[config.mk]
export PLATFORM = sky130hd
export DESIGN_NAME = dttq_cell
export DESIGN_NICKNAME = d
export VERILOG_FILES = /design/src/hdl/due_time_task_queue_macros.svh /design/src/hdl/dttq_pkg.sv /design/src/hdl/dttq_cell.sv
export SDC_FILE = /design/constraint.sdc
export NUM_CORES = 1
export LEC_CHECK = 0
export BUFFER_PORTS_ARGS = -buffer_cell sky130_fd_sc_hd__buf_2
export CORE_MARGIN = 4
export CORE_UTILIZATION = 49
export CTS_CLUSTER_SIZE = 12
export DETAILED_ROUTE_END_ITERATION = 10
export PLACE_DENSITY = 0.95
export RECOVER_POWER = 50
export SYNTH_ARGS = -nofsm -noshare
export SYNTH_HDL_FRONTEND = slang
export SYNTH_SLANG_ARGS = --single-unit
[constraint.sdc]
create_clock -name clk -period 8 [get_ports clk]
set_clock_uncertainty 0.2 [all_clocks]
set_input_delay 0.4 -clock clk [delete_from_list [all_inputs] [get_ports clk]]
set_output_delay 0.4 -clock clk [all_outputs]
set_load 0.005 [all_outputs]
[src/hdl/due_time_task_queue_macros.svh]
// Assertion macros for the due-time task queue.
// Included by the top level; no other dependencies.
`ifndef DUE_TIME_TASK_QUEUE_MACROS_SVH
`define DUE_TIME_TASK_QUEUE_MACROS_SVH

`ifndef SYNTH
// Clocked check, disabled while reset is asserted
`define DTTQ_ASSERT(label, clk, rst_n, prop, msg) \
  label: assert property (@(posedge clk) disable iff (!rst_n) prop) else $error(msg);
// Clocked check that also holds during reset
`define DTTQ_ASSERT_ALWAYS(label, clk, prop, msg) \
  label: assert property (@(posedge clk) prop) else $error(msg);
`else
`define DTTQ_ASSERT(label, clk, rst_n, prop, msg)
`define DTTQ_ASSERT_ALWAYS(label, clk, prop, msg)
`endif

`endif

[src/hdl/dttq_pkg.sv]
// Types and codes shared by the due-time task queue modules.
// No dependencies.
package dttq_pkg;

  localparam int ID_W    = 12;
  localparam int DELAY_W = 10;
  localparam int NOW_W   = 31;
  localparam int DUE_W   = 32;
  localparam int OCC_W   = 7;

  // Operation codes
  localparam logic OP_PUSH = 1'b0;
  localparam logic OP_POP  = 1'b1;

  typedef struct packed {
    logic               operation;
    logic [ID_W-1:0]    task_id;
    logic [DELAY_W-1:0] delay_cycles;
    logic [NOW_W-1:0]   current_cycle;
  } in_t;

  typedef struct packed {
    logic             popped_valid;
    logic [ID_W-1:0]  popped_id;
    logic [DUE_W-1:0] popped_due;
    logic             push_dropped;
    logic [OCC_W-1:0] occupancy;
  } out_t;

  // One stored task
  typedef struct packed {
    logic [DUE_W-1:0] due;
    logic [ID_W-1:0]  tid;
  } entry_t;

  // Per-cycle command broadcast to every cell
  typedef struct packed {
    logic push;
    logic pop;
  } ctrl_t;

endpackage

[src/hdl/dttq_cell.sv]
// One slot of the sorted cell row: holds a task and shifts or inserts.
// Depends on dttq_pkg.
module dttq_cell (
  input  logic            clk,
  input  dttq_pkg::ctrl_t ctrl,
  input  logic            occupied,
  input  dttq_pkg::entry_t ins,
  input  logic            left_keep,
  input  dttq_pkg::entry_t left_data,
  input  dttq_pkg::entry_t right_data,
  output logic            keep,
  output dttq_pkg::entry_t data
);
  import dttq_pkg::*;

  entry_t data_r;
  entry_t data_nxt;

  // Hold the slot on a push when its task is due no later than the new one
  assign keep = occupied && (data_r.due <= ins.due);

  // Insert at the boundary, shift right behind it, shift left on a pop
  always_comb begin
    data_nxt = data_r;
    if (ctrl.push && !keep) begin
      data_nxt = left_keep ? ins : left_data;
    end else if (ctrl.pop) begin
      data_nxt = right_data;
    end
  end

  always_ff @(posedge clk) begin
    data_r <= data_nxt;
  end

  assign data = data_r;

endmodule

# Yosys cells after proc, flatten, opt, wreduce, memory -nomap -nowiden
# Index checks and enable logic that the tools add are counted.
dict set report word_totals {
  inputBits 137
  out_inout_bits 45
  wordCells 10
  register_bits 44
}
dict set report classes {
  reduce_logical 4
  n_mux 3
  magnitude_cmp 1
}
# cell count
set op_table {}
lappend op_table {{$mux W44} 3}
lappend op_table {{$le A32 B32 Y1} 1}
lappend op_table {{$logic_and A1 B1 Y1} 2}
lappend op_table {{$reduce_bool A2 Y1} 1}
lappend op_table {{$logic_not A1 Y1} 1}

# Logic depth before layout (Yosys ltp)
# Gate-level depths: netlist of the first run.
dict set report logic_depth {
  word_depth 5
  ltp_mapped 11
  ltp_nobuf 9
}

# Worst setup path after synthesis of the first run
# Ideal clock, no wire load.
dict set report synth_timing {
  kind {input-to-reg}
  startpoint {in ins[26] in the netlist's numbering}
  endpoint {reg data_r (netlist bit data[0]) (enable)}
  t_required_ns 7.418
  setup_ns 0.382
  slack_ns 4.630
  path_buffers 2
  path_stages 11
  arrival_time_ns 2.788
  cell_sequence {inv_1 > ha_1 > nand4_1 > or3_1 > a211o_1 > a31oi_1 > o21bai_1 > a21boi_2 > buf_6 > buf_12 > or2_2}
}
dict set report synth_between {
  elab_chain_len 5
}
# element line
set synth_rtl {}
lappend synth_rtl {{from (decl)} dttq_cell.sv:7} ;# input dttq_pkg::entry_t ins,
lappend synth_rtl {{$le A32 B32 Y1} dttq_cell.sv:20} ;# assign keep = occupied && (data_r.due <= ins.due);
lappend synth_rtl {{$logic_and A1 B1 Y1} dttq_cell.sv:20}
lappend synth_rtl {{$logic_not A1 Y1} dttq_cell.sv:25} ;# if (ctrl.push && !keep) begin
lappend synth_rtl {{$logic_and A1 B1 Y1} dttq_cell.sv:25}
lappend synth_rtl {{$reduce_bool A2 Y1 (no line)} --}
lappend synth_rtl {{to (signal assigned)} dttq_cell.sv:33} ;# data_r <= data_nxt;
lappend synth_rtl {{to (decl)} dttq_cell.sv:16} ;# entry_t data_r;
# Every way passes these cells.
# A chain may end at the register's enable or synchronous reset.

# Worst setup path after layout of the first run
dict set report layout_timing {
  startpoint {reg data_r (netlist bit data[27])}
  endpoint {reg data_r (netlist bit data[28]) (enable)}
}
dict set report layout_between {
  elab_chain_len 5
}
# element line
set layout_rtl {}
lappend layout_rtl {{$le A32 B32 Y1} dttq_cell.sv:20}
lappend layout_rtl {{$logic_and A1 B1 Y1} dttq_cell.sv:20}
lappend layout_rtl {{$logic_not A1 Y1} dttq_cell.sv:25}
lappend layout_rtl {{$logic_and A1 B1 Y1} dttq_cell.sv:25}
lappend layout_rtl {{$reduce_bool A2 Y1 (no line)} --}
# Every way passes these cells.

==> metrics.md, run 1 <==
| Metric | Value |
|---|---|
| Cell Pwr Density | `156 nW/um2` |
| RSZ-0062 raised after global routing | `false` |
| Initial Util | `50.2%` |
| Post-DRT Antenna Nets | `0` |
| Net Sw Power | `180 uW` |
| Commonest non-fill, non-tap cell in the layout | `buf_2` |
| WP data required | `7.71 ns` |
| Worst EP arrival | `3.93 ns` |
| Post-route DRC | `0` |
| Vias in the first global route | `2887` |
| Hold buffers post-CTS | `0` |
| Core Area | `6760 um2` |
| Worst-Skew Late Latency | `0.28 ns` |
| Post-synthesis compound-gate area fraction | `4.76%` |
| TritonCTS sink count | `44` |
| Largest register FFs | `44` |
| DR vias/cell | `5.15` |
| Switching Share | `27.0%` |
| Commonest cells after routing, fill and taps aside | `buf_2 (151), mux2_2 (49), edfxtp_1 (44)` |
| N_diodes | `0` |
| Status | `completed` |
| Sequential share of power | `45.5%` |
| Fin nets | `608` |
| M3 GR Usage | `5.05%` |
| Worst Hold Class | `primary input to flop` |
| Full die area | `8310 um2` |
| Multiplexer share of the synthesized area | `33.5%` |
| Most used routing layer | `met2` |
| M1 GR Usage | `20.8%` |
| Synth Instances | `260` |
| Remaining global-route overflow | `0` |
| Htree depth | `2` |
| Simple-gate share of the synthesized area | `4.02%` |
| Final Critical Period | `4.23 ns` |
| Internal Power | `489 uW` |
| Synth-to-Final Area Change | `26.7%` |
| Number of I/O pins | `182` |
| PortBufs | `181` |
| Register area share after synthesis | `39.0%` |
| Final core occ | `63.6%` |
| GPL Wtd Cong | `0.796` |
| Synth Area in Adders | `11.8%` |
| Crit. End Element | `flop` |
| Worst relative slew slack | `29.1%` |
| Max-Cap Viols | `0` |
| Final hold violation count | `0` |
| Met2 Resource Use GR | `38.7%` |
| Num CTS Buffers | `5` |
| First-pass GRT wire length | `13200 um` |
| Startpoint Class | `flop` |
| Slew Viols, Final | `0` |
| CTS tree | `done` |
| Post-synthesis average cell area | `13.0 um2` |
| Largest family of logic cells by synthesized area | `multiplexers` |
| Share of layout cells above drive strength 1 | `51.8%` |
| Clk slew on worst S/H paths | `0.08 ns` |
| Cell variety after synth | `31` |
| Final WL | `8520 um` |
| Synth warn | `0` |
| VDD IR max | `80.5 uV` |
| Final HPWL DP | `7000 um` |
| Initial antenna violation count | `0` |
| Syn nets | `429` |
| Syn Std Cell Area | `3390 um2` |
| F_max | `237 MHz` |
| Pre-Repair DR Iteration Count | `4` |
| Drt initial violations | `48` |
| Combinational cell fraction of total power | `30.0%` |
| Clk pwr share | `24.5%` |
| TNS Setup | `0 ns` |
| Total Power | `669 uW` |
| Clk buf depth | `2` |
| Leakage power | `2.06 nW` |
| Chip Width | `91.2 um` |
| CTS resizes | `0` |
| Routed WL per cell | `16.4 um` |
| Via count | `2676` |
| Slew @ Worst Pin | `1.06 ns` |
| XOR/XNOR Fraction of Synth Area | `0%` |
| Largest net degree at the start of global routing | `46` |
| Final setup fails | `0` |
| Crit-path max FO | `45` |
| Fillcell total | `589` |
| Root Buffer | `clkbuf_8` |
| GR Util All Layers | `19.8%` |
| Setup Fix Bufs, Post-CTS | `0` |
| Die Y-Extent | `91.2 um` |
| Row Count | `30` |
| Kind of critical path | `flop to flop` |
| Flops & latches, synth | `44` |
| Final period utilization | `52.8%` |
==> synth_stat cells <==
cell type | number | area, um2
a221oi_1 | 1 | 8.76
mux2_4 | 39 | 586
ha_1 | 32 | 400
a21o_1 | 1 | 7.51
buf_6 | 1 | 11.3
o2111ai_1 | 1 | 8.76
mux2_2 | 49 | 552
a211oi_1 | 1 | 7.51
a22oi_1 | 1 | 7.51
a31oi_1 | 1 | 6.26
nand3_1 | 2 | 10.0
a211o_1 | 1 | 8.76
o21bai_1 | 1 | 7.51
nor2b_1 | 1 | 6.26
buf_12 | 4 | 80.1
clkbuf_1 | 5 | 18.8
nand2b_1 | 1 | 6.26
nand2_1 | 9 | 33.8
nor4_1 | 1 | 6.26
and2_1 | 1 | 6.26
nand4_1 | 6 | 37.5
nor3_1 | 2 | 10.0
a21boi_2 | 1 | 11.3
a21oi_1 | 12 | 60.1
nor2_1 | 2 | 7.51
edfxtp_1 | 44 | 1320
o211ai_1 | 1 | 7.51
or3_1 | 1 | 6.26
inv_1 | 33 | 124
o21ai_0 | 4 | 20.0
or2_2 | 1 | 6.26
==> final timing paths <==
kind | startpoint | to | slack, ns | cells past startpoint
min | right_data[9] | data[9] | 0.20 | 2
max | data[27] | data[28] | 3.77 | 9
max reg2reg | data[27] | data[28] | 3.77 | 9
min reg2reg | data[14] | data[20] | 1.66 | 7
==> stage by stage <==
stage,worst slack (ns),cells,area (um2),hold WS (ns)
after floorplan,4.63,260,3390,0.418
after global placement,3.80,512,4300,0.501
after detailed placement,3.54,512,4300,0.504
after CTS,3.66,520,4410,0.196
after global routing,3.53,520,4300,0.186
final,3.77,520,4300,0.197
==> metal layers <==
metal / part of all wire (%) / up-vias / routed length [um]
li1: - / 1320 / -
met1: 38 / 1228 / 3280
met2: 53 / 120 / 4520
met3: 7.3 / 8 / 623
met4: 1.1 / 0 / 93
met5: 0 / - / 0
==> worst max-delay path, cell delays in order, from the launching register on <==
cell      delay [ns]
edfxtp_1        0.41
ha_1            0.32
nand4_1         0.14
or3_1           0.45
a211o_1         0.29
a31oi_1         0.16
o21bai_1        0.15
a21boi_4        0.17
buf_4           0.57
or2_2           0.94
==> power groups by stage <==
| stage | Combinational [mW] | Clock, mW | Sequential, mW |
|---|---|---|---|
| after floorplan | 0.133 | 0 | 0.311 |
| after global placement | 0.208 | 0 | 0.307 |
| after detailed placement | 0.220 | 0 | 0.309 |
| after CTS | 0.221 | 0.169 | 0.304 |
| after global routing | 0.223 | 0.178 | 0.308 |
| final | 0.201 | 0.164 | 0.304 |
==> logic make-up (layout without fill, tap and decap cells) <==
kind of cell             Yosys count  count (layout)
multiplexers                      88              88
flip-flops                        44              44
buffers and inverters             43             223
adder cells (fa/ha/maj)           32              32
AND/OR/NAND/NOR                   27              27
AO/OA/AOI/OAI                     26              26
==> final cells by class <==
| class | count | area, um2 | area share, % |
|---|---|---|---|
| Clock inverter | 3 | 37.5 | 0.874 |
| Sequential cell | 44 | 1320 | 30.8 |
| Inverter | 33 | 124 | 2.88 |
| Tap cell | 80 | 100 | 2.33 |
| Clock buffer | 5 | 68.8 | 1.60 |
| Multi-Input combinational cell | 173 | 1770 | 41.2 |
| Timing Repair Buffer | 182 | 876 | 20.4 |
No activity file was read; power rests on OpenSTA's default activity.
==> run 2, diff against run 1 <==
--- a/config.mk
+++ b/config.mk
@@ -5,12 +5,13 @@
 export SDC_FILE = /design/constraint.sdc
 export NUM_CORES = 1
 export LEC_CHECK = 0
+export ABC_AREA = 1
 export BUFFER_PORTS_ARGS = -buffer_cell sky130_fd_sc_hd__buf_2
 export CORE_MARGIN = 4
-export CORE_UTILIZATION = 49
+export CORE_UTILIZATION = 46
 export CTS_CLUSTER_SIZE = 12
 export DETAILED_ROUTE_END_ITERATION = 10
-export PLACE_DENSITY = 0.95
+export PLACE_DENSITY = 0.91
 export RECOVER_POWER = 50
 export SYNTH_ARGS = -nofsm -noshare
 export SYNTH_HDL_FRONTEND = slang
==> constraint.sdc (replaced) <==
create_clock -name clk -period 4.25 [get_ports clk]
set_clock_uncertainty 0.2 [all_clocks]
set_input_delay 0.2125 -clock clk [delete_from_list [all_inputs] [get_ports clk]]
set_output_delay 0.2125 -clock clk [all_outputs]
set_load 0.005 [all_outputs]
==> run 2 against run 1 <==
Register-to-register slack lost 2.9 ns. Synthesized cell count is 62% higher. Maximum frequency increased by 24%. Combinational power rose by 120%. Worst setup slack worse by 2.9 ns. Synthesized area increased by 1.1%. Die area is 7.0% higher. First-iteration DRC count rose to 3.8 times the previous value. Total power grew 93%. Critical path type unchanged. Largest cell class unchanged. Highest routed layer unchanged.
==> metrics.md, run 2 <==
| Metric | Value |
|---|---|
| Status | `completed` |
| Full die area | `8900 um2` |
| XOR/XNOR Fraction of Synth Area | `0%` |
| Asr flop ratio synth | `0%` |
| Register area share after synthesis | `38.5%` |
| Internal Power | `869 uW` |
| Slowest stage delay, CP | `0.61 ns` |
| TNS Setup | `0 ns` |
| Multiplexer share of the synthesized area | `4.27%` |
| Sequential share of power | `45.4%` |
| Initial Util | `47.3%` |
| Remaining global-route overflow | `0` |
| Pre-Repair DR Iteration Count | `4` |
| Clk pwr share | `19.7%` |
| Clk buf depth | `2` |
| Worst relative slew slack | `49.0%` |
| Leading area contributor after synthesis | `edfxtp_1` |
| Most frequent CP cell | `nand2_1` |
| Final HPWL DP | `7830 um` |
| Largest family of logic cells by synthesized area | `simple AND/OR/NAND/NOR gates` |
| N_diodes | `0` |
| Commonest non-fill, non-tap cell in the layout | `buf_2` |
| Crit. End Element | `flop` |
| Final setup fails | `0` |
| Flops & latches, synth | `44` |
| RSZ-0062 raised after global routing | `false` |
| Post-synthesis compound-gate area fraction | `7.15%` |
| Row Count | `31` |
| Crit-path max FO | `46` |
| Worst Hold Class | `primary input to flop` |
| Slew @ Worst Pin | `0.765 ns` |
| Drt initial violations | `184` |
| GR Util All Layers | `23.5%` |
| Fin nets | `793` |
| Initial antenna violation count | `0` |
| Number of I/O pins | `182` |
| Final period utilization | `80.3%` |
| Worst EP arrival | `3.21 ns` |
| Clk slew on worst S/H paths | `0.08 ns` |
| Startpoint Class | `flop` |
| TritonCTS sink count | `44` |
| Final Critical Period | `3.41 ns` |
| Post-synth top area share | `38.5%` |
| Simple-gate share of the synthesized area | `29.3%` |
| Share of layout cells above drive strength 1 | `30.4%` |
| Htree depth | `2` |
| Net Sw Power | `421 uW` |
| WP data required | `4.05 ns` |
| Final WL | `10500 um` |
| Post-Place Cell Area | `4350 um2` |
| Leakage power | `2.44 nW` |
| Syn Std Cell Area | `3430 um2` |
| Kind of critical path | `flop to flop` |
| Post-route DRC | `0` |
| Synth Instances | `421` |
| Fin area | `4650 um2` |
| EDFF count, synth | `44` |
| Synth Flop Type | `edfxtp_1` |
| Final core occ | `64.1%` |
| Largest net degree at the start of global routing | `47` |
| PortBufs | `181` |
| F_max | `293 MHz` |
| Largest register FFs | `44` |
| Slowest cell on the critical path | `nand2_2` |
| Commonest cells after routing, fill and taps aside | `buf_2 (152), nand2_1 (116), nand3_1 (46)` |
| First-pass GRT wire length | `16300 um` |
| Worst-Skew Late Latency | `0.29 ns` |
| Die Y-Extent | `94.3 um` |
| Via count | `3736` |
| Slew Viols, Final | `0` |
| CTS tree | `done` |
| Routed WL per cell | `14.6 um` |
| GPL Wtd Cong | `0.834` |
| Cell Pwr Density | `278 nW/um2` |
| Max-Cap Viols | `0` |
| Synth Area in Adders | `11.7%` |
| Worst path cell trace | `ha_1 -> nand2_1 -> nor2_1 -> nand2_1 -> nor2_2 -> nand2_1 -> nand2_1 -> nand2_2 -> nand2_8 -> nand2_8 -> nand2_2 -> buf_4` |
| Cell variety after synth | `21` |
| Core Area | `7250 um2` |
| Vias in the first global route | `3729` |
| Synth area leaders | `edfxtp_1 (39%), ha_1 (12%), nand2_1 (11%), nand3_1 (6.7%), a21oi_1 (6.4%)` |
| Syn nets | `590` |
| Num CTS Buffers | `5` |
| Final hold violation count | `0` |
| DR vias/cell | `5.16` |
| CTS resizes | `0` |
| Post-DRT Antenna Nets | `0` |
| Switching Share | `32.6%` |
| Synth warn | `0` |
| Post-synthesis average cell area | `8.14 um2` |
| Root Buffer | `clkbuf_8` |
| Synth cell count leaders | `nand2_1 (97), nand3_1 (46), a21oi_1 (44), edfxtp_1 (44), nor2_1 (42)` |
| Combinational cell fraction of total power | `34.8%` |
| Most frequent cell after synthesis | `nand2_1` |
| VDD IR max | `173 uV` |
| Synth-to-Final Area Change | `35.6%` |
| Chip Width | `94.3 um` |
run 2: changes by cell type in the layout (fill, tap and decap cells not counted), moves of 20 or more:
cell,before,now
nand2_1,9,116
nand3_1,2,46
nor2_1,2,42
mux2_2,49,13
a21oi_1,12,44
dlygate4sd3_1,0,31
mux2_1,20,0
run 2: cell families after synthesis:
logic type	count (synthesis)
flops	44
fa+ha+maj	32
simple gates	221
mux	13
buf+inv	63
compound gates	48
run 2: critical path, delay by kind of cell, from the launching register on:
family        cells  cell delay [ns]
buf+inv           1             0.32
simple gates     10             1.83
flops             1             0.41
fa+ha+maj         1             0.31
run 2: metal layers:
metal  global-route usage, %  part of all wire (%)  wire (um)  up-vias
li1                        -                     -          -     1799
met4                    7.22                   2.2        235        0
met5                       0                     0          0        -
met3                    5.82                   7.6        802       27
met2                    45.7                    55       5780      181
met1                    24.5                    35       3720     1729
run 2: repair_timing:
item	4_1_cts	5_1_grt
endpoints found under the hold margin	31	0
buffers inserted	0	0
hold buffers	31	0
run 2: final cells by class:
cell class              count  area, um2
repair buffers            217       1220
clock inverters             1       3.75
flip-flops and latches     44       1320
inverters                  42        158
multi-input cells         314       1750
clock buffers               7       76.3
fillers                   653       2600
well taps                  99        124
run 2: per-stage QoR:
step	cells	hold WS [ns]	total power, mW	worst slack, ns
floorplan	421	0.185	0.863	1.10
global placement	685	0.277	1.01	0.952
detailed placement	685	0.282	1.04	0.781
CTS	724	0.000285	1.31	0.771
global route	724	0.00751	1.38	0.554
finish	724	0.00678	1.29	0.837
run 2: power groups by stage:
stage                     logic, mW  registers, mW  clock network [mW]
after floorplan               0.265          0.598                   0
after global placement        0.423          0.590                   0
after detailed placement      0.444          0.595                   0
after CTS                     0.468          0.586               0.260
after global routing          0.509          0.593               0.276
final                         0.450          0.587               0.254
run 2: path summary, 6_finish.rpt:
path	start	end	slack, ns	cells after the start
worst min register to register	data[35]	data[0]	1.15	9
worst max-delay path	data[43]	data[23]	0.84	12
worst max register to register	data[43]	data[23]	0.84	12
worst min-delay path	right_data[0]	data[0]	0.007	3
